`config.mk`:
```
export PLATFORM = sky130hd
export DESIGN_NAME = qxm_lane
export DESIGN_NICKNAME = d
export VERILOG_FILES = /design/src/sv/qxm_pkg.sv /design/src/sv/qxm_sqrt.sv /design/src/sv/qxm_lane.sv
export SDC_FILE = /design/constraint.sdc
export NUM_CORES = 2
export LEC_CHECK = 0
export ABC_AREA = 1
export BUFFER_PORTS_ARGS = -buffer_cell sky130_fd_sc_hd__buf_2
export CAP_MARGIN = 30
export CORE_MARGIN = 2
export CORE_UTILIZATION = 62
export CTS_CLUSTER_DIAMETER = 80
export DETAILED_ROUTE_END_ITERATION = 10
export PLACE_DENSITY = 0.79
export SLEW_MARGIN = 20
export SYNTH_ARGS = -nofsm -noshare
export SYNTH_HDL_FRONTEND = slang
export SYNTH_SLANG_ARGS = --single-unit
export TNS_END_PERCENT = 100
```
`constraint.sdc`:
```
create_clock -name clk -period 10.3 [get_ports clk]
set_input_delay 0.515 -clock clk [delete_from_list [all_inputs] [get_ports clk]]
set_output_delay 0.515 -clock clk [all_outputs]
set_load 0.01 [all_outputs]
```
`src/sv/qxm_pkg.sv`:
```
`default_nettype none
package qxm_pkg;

  localparam int FRAC_BITS = 16;

  localparam int PROD_W = 64;
  localparam int RPY_W = 48;
  localparam int SUM_W = 50;
  localparam int RAD_W = 48;
  localparam int ROOT_W = RAD_W / 2;
  localparam int SQRT_BITS_PER_STAGE = 2;
  localparam int SQRT_STAGES = ROOT_W / SQRT_BITS_PER_STAGE;
  localparam int LATENCY = SQRT_STAGES + 7;

  localparam logic signed [63:0] ARG_K0 = 64'sd740012661;
  localparam logic signed [32:0] ARG_K1 = 33'sd2952072072;
  localparam logic [24:0] PWM_K0 = 25'd269838;
  localparam logic [10:0] PWM_LO = 11'd1000;
  localparam logic [10:0] PWM_HI = 11'd2000;

  localparam logic [30:0] RST_ROLL_PITCH_GAIN = 31'd370727;
  localparam logic [30:0] RST_YAW_GAIN = 31'd4096000;
  localparam logic signed [31:0] RST_THRUST_MIN = 32'sd0;
  localparam logic signed [31:0] RST_THRUST_MAX = 32'sd655360;

  typedef enum logic [1:0] {
    REG_ROLL_PITCH_GAIN = 2'd0,
    REG_YAW_GAIN        = 2'd1,
    REG_THRUST_MIN      = 2'd2,
    REG_THRUST_MAX      = 2'd3
  } reg_idx_t;

  typedef struct packed {
    logic signed [31:0] total_force;
    logic signed [31:0] roll_torque;
    logic signed [31:0] pitch_torque;
    logic signed [31:0] yaw_torque;
  } cmd_t;

  typedef struct packed {
    logic signed [31:0] thrust_one;
    logic signed [31:0] thrust_two;
    logic signed [31:0] thrust_three;
    logic signed [31:0] thrust_four;
    logic [10:0] pwm_one;
    logic [10:0] pwm_two;
    logic [10:0] pwm_three;
    logic [10:0] pwm_four;
  } mot_t;

endpackage
`default_nettype wire

```
`src/sv/qxm_sqrt.sv`:
```
`default_nettype none
module qxm_sqrt
  import qxm_pkg::*;
(
  input  wire logic              clk,
  input  wire logic              en,
  input  wire logic [RAD_W-1:0]  rad,
  output logic      [ROOT_W-1:0] root
);

  localparam int REM_W = ROOT_W + 3;

  logic [REM_W-1:0]  rem_q  [SQRT_STAGES];
  logic [ROOT_W-1:0] root_q [SQRT_STAGES];
  logic [RAD_W-1:0]  n_q    [SQRT_STAGES];

  for (genvar g = 0; g < SQRT_STAGES; g++) begin : g_stage
    logic [REM_W-1:0]  rem_in;
    logic [ROOT_W-1:0] root_in;
    logic [RAD_W-1:0]  n_in;
    logic [REM_W-1:0]  rem_next;
    logic [ROOT_W-1:0] root_next;
    logic [RAD_W-1:0]  n_next;

    if (g == 0) begin : g_first
      assign rem_in  = '0;
      assign root_in = '0;
      assign n_in    = rad;
    end else begin : g_rest
      assign rem_in  = rem_q[g-1];
      assign root_in = root_q[g-1];
      assign n_in    = n_q[g-1];
    end

    always_comb begin
      logic [REM_W-1:0] cand;
      logic [REM_W:0]   trial;
      rem_next  = rem_in;
      root_next = root_in;
      n_next    = n_in;
      for (int j = 0; j < SQRT_BITS_PER_STAGE; j++) begin
        cand  = {rem_next[REM_W-3:0], n_next[RAD_W-1 -: 2]};
        trial = {1'b0, cand} - {2'b00, root_next, 2'b01};
        if (!trial[REM_W]) begin
          rem_next  = trial[REM_W-1:0];
          root_next = {root_next[ROOT_W-2:0], 1'b1};
        end else begin
          rem_next  = cand;
          root_next = {root_next[ROOT_W-2:0], 1'b0};
        end
        n_next = {n_next[RAD_W-3:0], 2'b00};
      end
    end

    always_ff @(posedge clk) begin
      if (en) begin
        rem_q[g]  <= rem_next;
        root_q[g] <= root_next;
        n_q[g]    <= n_next;
      end
    end
  end

  assign root = root_q[SQRT_STAGES-1];

endmodule
`default_nettype wire

```
`src/sv/qxm_lane.sv`:
```
`default_nettype none
module qxm_lane
  import qxm_pkg::*;
#(
  parameter bit NEG_R = 1'b0,
  parameter bit NEG_P = 1'b0,
  parameter bit NEG_Y = 1'b0
) (
  input  wire logic                    clk,
  input  wire logic                    en,
  input  wire logic signed [31:0]      f,
  input  wire logic signed [RPY_W-1:0] r,
  input  wire logic signed [RPY_W-1:0] p,
  input  wire logic signed [RPY_W-1:0] y,
  input  wire logic signed [31:0]      thrust_min,
  input  wire logic signed [31:0]      thrust_max,
  output logic signed [31:0]           thrust,
  output logic [10:0]                  pwm
);

  localparam int DLY = SQRT_STAGES + 3;

  logic signed [SUM_W-1:0]  sum;
  logic signed [SUM_W-1:0]  sum_next;
  logic signed [31:0]       clamped;
  logic signed [31:0]       clamped_next;
  logic signed [PROD_W-1:0] prod;
  logic [RAD_W-1:0]         rad;
  logic [RAD_W-1:0]         rad_next;
  logic [ROOT_W-1:0]        root;
  logic signed [31:0]       thr [DLY];
  logic [10:0]              pwm_next;

  always_comb begin
    logic signed [SUM_W-1:0] fe, re, pe, ye;
    fe = SUM_W'(f);
    re = SUM_W'(r);
    pe = SUM_W'(p);
    ye = SUM_W'(y);
    sum_next = fe + (NEG_R ? -re : re) + (NEG_P ? -pe : pe) + (NEG_Y ? -ye : ye);
  end

  always_comb begin
    logic signed [SUM_W-1:0] q;
    q = (sum + SUM_W'(2)) >>> 2;
    if (q < SUM_W'(thrust_min)) q = SUM_W'(thrust_min);
    if (q > SUM_W'(thrust_max)) q = SUM_W'(thrust_max);
    clamped_next = q[31:0];
  end

  always_comb begin
    logic signed [PROD_W-1:0] arg;
    arg = ARG_K0 + (prod >>> FRAC_BITS);
    rad_next = (arg > 0) ? arg[RAD_W-1:0] : '0;
  end

  always_comb begin
    logic [24:0] w;
    logic [16:0] q;
    w = PWM_K0 + 25'(root) + 25'd128;
    q = w[24:8];
    if (q < 17'(PWM_LO))      pwm_next = PWM_LO;
    else if (q > 17'(PWM_HI)) pwm_next = PWM_HI;
    else                      pwm_next = q[10:0];
  end

  always_ff @(posedge clk) begin
    if (en) begin
      sum     <= sum_next;
      clamped <= clamped_next;
      prod    <= PROD_W'(clamped * ARG_K1);
      rad     <= rad_next;
      thr[0]  <= clamped;
      for (int i = 1; i < DLY; i++) thr[i] <= thr[i-1];
      pwm     <= pwm_next;
    end
  end

  qxm_sqrt u_sqrt (
    .clk  (clk),
    .en   (en),
    .rad  (rad),
    .root (root)
  );

  assign thrust = thr[DLY-1];

endmodule
`default_nettype wire

```
=== After elaboration in Yosys (flattened, before gate mapping) ===
Memories as Yosys holds them, arrays and structs flattened.
Index checks and enable logic that the tools add are counted.

* Bits of input ports: 242
* Bits in writable memories: 1620
* Memories kept: 4
* Flip-flop bits (word level): 202
* Word-level logic and storage cells: 101

* Magnitude comparators: 5
* Multipliers: 1
* Add/sub/neg operators: 31
* Muxes and demuxes: 53
* Reductions and logical operators: 1

{| class="wikitable"
|+ Memories
! memory !! depth !! bits a word !! rd ports !! clocked after Yosys merged registers in !! write ports !! RTL line !! source
|-
| u_sqrt.n_q || 12 || 44 || 11 || 0 || 12 || qxm_sqrt.sv:15 || <nowiki>logic [RAD_W-1:0] n_q [SQRT_STAGES];</nowiki>
|-
| thr || 15 || 32 || 15 || 0 || 15 || qxm_lane.sv:31 || <nowiki>logic signed [31:0] thr [DLY];</nowiki>
|-
| u_sqrt.rem_q || 12 || 27 || 11 || 0 || 12 || qxm_sqrt.sv:13 || <nowiki>logic [REM_W-1:0] rem_q [SQRT_STAGES];</nowiki>
|-
| u_sqrt.root_q || 12 || 24 || 12 || 0 || 12 || qxm_sqrt.sv:14 || <nowiki>logic [ROOT_W-1:0] root_q [SQRT_STAGES];</nowiki>
|}

{| class="wikitable"
|+ Operators with widths
! operator !! number
|-
| subtractor 27 x 26 -> 28 bit || 22
|-
| two-way mux 27 bit || 12
|-
| two-way mux 25 bit || 12
|-
| multiplier 32 x 30 -> 61 bit (second input constant) || 1
|-
| adder 49 x 48 -> 50 bit || 1
|-
| adder 50 x 3 -> 50 bit (second input constant) || 1
|-
| adder 50 x 48 -> 50 bit || 1
|-
| greater-than comparator 50 x 32 -> 1 bit || 1
|-
| two-way mux 50 bit || 1
|-
| adder 31 x 48 -> 49 bit (first input constant) || 1
|-
| adder 32 x 48 -> 49 bit || 1
|-
| greater-than comparator 49 x 1 -> 1 bit (second input constant) || 1
|-
| < comparator 48 x 32 -> 1 bit || 1
|-
| two-way mux 32 bit || 1
|-
| subtractor 27 x 3 -> 28 bit || 1
|-
| two-way mux 1 bit || 26
|-
| adder 19 x 24 -> 25 bit (first input constant) || 1
|-
| adder 25 x 8 -> 25 bit (second input constant) || 1
|-
| greater-than comparator 17 x 11 -> 1 bit (second input constant) || 1
|-
| < comparator 17 x 10 -> 1 bit (second input constant) || 1
|-
| two-way mux 11 bit || 1
|-
| subtractor 2 x 1 -> 3 bit (second input constant) || 1
|-
| OR reduction 2 bit || 1
|}

=== Logic depth before layout (Yosys ltp) ===
* Word-level depth: 5
* Gate-level depth with buffers: 44
* Gate-level depth less buffers: 41

=== By module ===
A second synthesis with hierarchy kept.

* Cell total of the unflattened synthesis: 11212
* Area total of the unflattened synthesis: 100574.0 um^2

{| class="wikitable"
|+ Modules (own cells, without submodules)
! module !! area an instance (um^2) !! cells an instance !! instances !! seq. area each (um^2)
|-
| qxm_lane || 52150.0 || 5034 || 1 || 20059.2
|-
| qxm_sqrt || 48423.9 || 6178 || 1 || 20329.5
|}

=== Least setup slack after synthesis ===
No wires, ideal clock.

* Kind: register to register
* Start point: register clamped[31]
* End point: register prod[57], data pin
* Stages on the path, launching flop included: 21
* Required time: 10.042 ns
* Path buffers: 0
* Arrival: 6.547 ns
* Period minus slack after synthesis: 6.806 ns
* Slack: 3.494 ns
* Cells stage by stage: edfxtp_1 > ha_1 > xnor2_1 > fa_1 > fa_1 > inv_1 > fa_1 > fa_1 > fa_1 > inv_1 > fa_1 > ha_1 > ha_1 > a21oi_1 > inv_1 > a31oi_1 > inv_1 > a31oi_1 > o21ai_0 > a31oi_1 > xnor2_1

* Longest elaborated chain between the ends: 1

{| class="wikitable"
|+ RTL lines
! what !! RTL line !! source
|-
| start, declared || qxm_lane.sv:25 || <nowiki>logic signed [31:0] clamped;</nowiki>
|-
| start signal, assigned || qxm_lane.sv:70 || <nowiki>clamped <= clamped_next;</nowiki>
|-
| multiplier 32 x 30 -> 61 bit || qxm_lane.sv:71 || <nowiki>prod <= PROD_W'(clamped * ARG_K1);</nowiki>
|-
| end signal, assigned || qxm_lane.sv:71 ||
|-
| end, declared || qxm_lane.sv:27 || <nowiki>logic signed [PROD_W-1:0] prod;</nowiki>
|}

Every way passes these cells.
A chain may end at the register's enable or synchronous reset.

=== Final worst setup path ===
* Start point: register clamped[5]
* End point: register prod[55], data pin

Same word-level chain as after synthesis.

==> out/metrics.cfg <==
[status]
run_status=finished, final reports clean

[critical_path]
r2r_cells=25
critical_path.max_fanout=11
regToRegSetupSlack_ns=2.42
worst-setup-path-type=reg -> reg
kind_of_start_point_of_the_critical_path=register
cp_data_arrival_time_ns=8.42
critical_path.endpoint_type=register
rr_startpoint=clamped[5]
worst-path-stages=25
cp_data_required_time_ns=10.84
critical_path.max_stage_delay_ns=0.71
path_buf_inv=7
crit_family=adder cells
critical-path-slowest-cell=sky130_fd_sc_hd__fa_1
r2r_end=prod[55]

[grt]
use_met2_pct=57.1
grt_antenna_before_repair=10
track_usage_pct=34.8
gr-total-overflow=0
pin_count_of_the_biggest_net_entering_global_routing=195
vias_in_the_first_global_route=75900
met3_usage_pct=5.89
grt_use_met1_pct=45.7
grt_first_pass_wirelength_mm=426
top_usage_layer=met2

[timing]
unrepaired_setup_endpoints_after_global_routing=false
hold_ws_ns=0.0199
relSlewSlack_pct=30.6
period_share_pct=76.5
timing_hold_violations_final=0
final-max-slew-violation-count=0
fmax_mhz=127
clock_skew_ns=0.0708
worst_slew_pin_slew_ns=1.04
layout_min_cycle_time_ns=7.88
finalSetupViolations=0
setup_total_negative_slack_ns=0

[hold_path]
worst_hold_path.endpoint=clamped[12]
min_delay_path_depth=3
hold_path.class=in -> reg
hold_startpoint=thrust_max[12]

[clock_tree]
tritoncts=built
clock_insertion_delay_worst_skew_ns=0.86
ctsLongestPathBuffers=3
cts_buffers=143
clock_sinks=1320
cts_setup_buffers=0
number_of_gates_resized_after_cts=0
cts_max_level=4
cts.root.buffer_cell=sky130_fd_sc_hd__clkbuf_16
clk_pin_slew_ns=0.07
postCtsHoldBufs=11

[place]
detailedPlacementHpwl_mm=215
place.port_buffers=284
finalWeightedCongestion=1.03

[drt]
avgRoutedWirePerCell_um=21.1
via_per_inst=5.80
detailedRoute.firstPassIterationCount=7
num_vias=76200
initial_drc_count=7787
drtAntennaViolNets=0
post-route-drc-count=0
routed_wirelength_mm=277

[floorplan]
fp.dieArea_sq_um=160000
pin_count=285
core.rowCount=145
die_h_um=400
floorplan.die.width_um=400
core_sq_um=156000
floorplan.initialDensity_pct=62.2

[finish]
most_common_library_cell_in_the_layout_ignoring_fill_and_taps=sky130_fd_sc_hd__nand2_1
final_core_utilization_pct=67.8
fin_nets=12500
share_of_final_layout_standard_cells_stronger_than_drive_strength_1_pct=6.26
areaGrowthSynthToFinish_pct=8.88
commonest_cells_after_routing_fill_and_taps_aside=2191 x sky130_fd_sc_hd__nand2_1, 1973 x sky130_fd_sc_hd__inv_1, 1320 x sky130_fd_sc_hd__edfxtp_1

[logic_synthesis]
syn_inst=10600
synth_flop_cell=sky130_fd_sc_hd__edfxtp_1
synth-edff-count=1320
syn_avg_cell_area_sq_um=9.15
synthDistinctLibCells=66
number_of_synthesized_register_bits=1320
synth.yosys.seq_area_share_pct=40.9
synth-warning-count=0
synthesis.area_sq_um=97000
synthArstFlopShare_pct=0

[run]
max_cap_violations=0

cell usage after synthesis (5+ instances only):
cell	instances	share of area (%)
sky130_fd_sc_hd__a211oi_1	5	0.039
sky130_fd_sc_hd__inv_1	1973	7.6
sky130_fd_sc_hd__a21oi_1	523	2.7
sky130_fd_sc_hd__nand3_2	22	0.23
sky130_fd_sc_hd__fa_1	546	11
sky130_fd_sc_hd__xor2_1	221	2.0
sky130_fd_sc_hd__o21bai_1	29	0.22
sky130_fd_sc_hd__edfxtp_1	1320	41
sky130_fd_sc_hd__o21a_1	46	0.36
sky130_fd_sc_hd__o21ai_2	5	0.045
sky130_fd_sc_hd__buf_6	26	0.30
sky130_fd_sc_hd__o2111ai_1	6	0.054
sky130_fd_sc_hd__nand3_1	557	2.9
sky130_fd_sc_hd__nor2_2	19	0.12
sky130_fd_sc_hd__nand3b_1	36	0.28
sky130_fd_sc_hd__nor3b_1	5	0.039
sky130_fd_sc_hd__nand2_4	5	0.058
sky130_fd_sc_hd__nor2_1	863	3.3
sky130_fd_sc_hd__a21oi_2	9	0.081
sky130_fd_sc_hd__nor3_1	128	0.66
sky130_fd_sc_hd__o21ai_0	455	2.3
sky130_fd_sc_hd__a21boi_0	13	0.10
sky130_fd_sc_hd__o21ai_1	50	0.26
sky130_fd_sc_hd__nand2_2	29	0.19
sky130_fd_sc_hd__nand4_1	174	1.1
sky130_fd_sc_hd__nor2_4	6	0.070
sky130_fd_sc_hd__o221ai_1	7	0.063
sky130_fd_sc_hd__o31ai_1	6	0.046
sky130_fd_sc_hd__inv_2	18	0.070
sky130_fd_sc_hd__o211ai_1	19	0.15
sky130_fd_sc_hd__and3_1	9	0.058
sky130_fd_sc_hd__or2_2	14	0.090
sky130_fd_sc_hd__and2_1	42	0.27
sky130_fd_sc_hd__a21o_1	26	0.20
sky130_fd_sc_hd__ha_1	787	10
sky130_fd_sc_hd__a31oi_1	54	0.35
sky130_fd_sc_hd__clkbuf_1	35	0.14
sky130_fd_sc_hd__buf_4	44	0.34
sky130_fd_sc_hd__nor4_1	34	0.22
sky130_fd_sc_hd__buf_2	11	0.057
sky130_fd_sc_hd__nand2_1	2191	8.5
sky130_fd_sc_hd__xnor2_1	179	1.6
stage by stage:
stage | std cells | area, sq um | setup WS, ns
floorplan | 10600 | 97000 | 3.49
global placement | 12800 | 100000 | 2.91
detailed placement | 12800 | 100000 | 2.82
CTS | 13100 | 106000 | 2.68
global route | 13100 | 106000 | 2.16
finish | 13100 | 106000 | 2.42
logic make-up (layout without fill, tap and decap cells):
family                     Yosys count  count (layout)  share of synthesized area [%]
adders and majority gates         1333            1333                           21.4
and+or+nand+nor                   4148            4148                           18.3
AOI/OAI and AO/OA                 1274            1274                           7.23
muxes                                2               2                         0.0206
DFF                               1320            1320                           40.9
buffers and inverters             2115            2584                           8.58
other                                2              12                        0.00774
xor gates and xnor gates           400             400                           3.61
worst reg2reg max path, delay by kind of cell (launching register included):
kind,cells,cell delay (ns)
flops,1,0.69
fa+ha+maj,9,4.31
compound gates,6,1.65
buf+inv,7,0.50
xor+xnor,1,0.16
simple gates,2,0.31
sequential cells by signal, summed over array words and instances (netlist names):
signal	flops
sum	49
u_sqrt.root_q	155
prod	52
u_sqrt.rem_q	257
u_sqrt.n_q	242
thr	476
pwm	11
rad	46
clamped	32
metal layers:
metal  routed length (um)  up-vias
li1                     -    35500
met1               112000    36500
met2               130000     3440
met3                21000      759
met4                13200        0
met5                    0        -
area by class of cell:
class | instances | area (sq um)
diodes | 8 | 20.0
clock buffers | 158 | 3630
clock inverters | 105 | 1310
fillers | 12000 | 50300
inverters | 1995 | 7490
multi-input cells | 7161 | 49000
flip-flops and latches | 1320 | 39600
well taps | 2058 | 2570
repair buffers | 326 | 1890
how the worst max path moves through the flow:
| stage | start | end | slack [ns] |
|---|---|---|---|
| after floorplan | clamped[31] | prod[57] | 3.49 |
| after global placement | clamped[5] | prod[55] | 2.91 |
| after detailed placement | clamped[7] | prod[55] | 2.82 |
| after CTS | clamped[5] | prod[55] | 2.68 |
| after global routing | sum[2] | clamped[17] | 2.16 |
| final | clamped[5] | prod[55] | 2.42 |
Power is not shown: default switching activity piles up to over one toggle a cycle in this logic, so the estimate is an artifact.
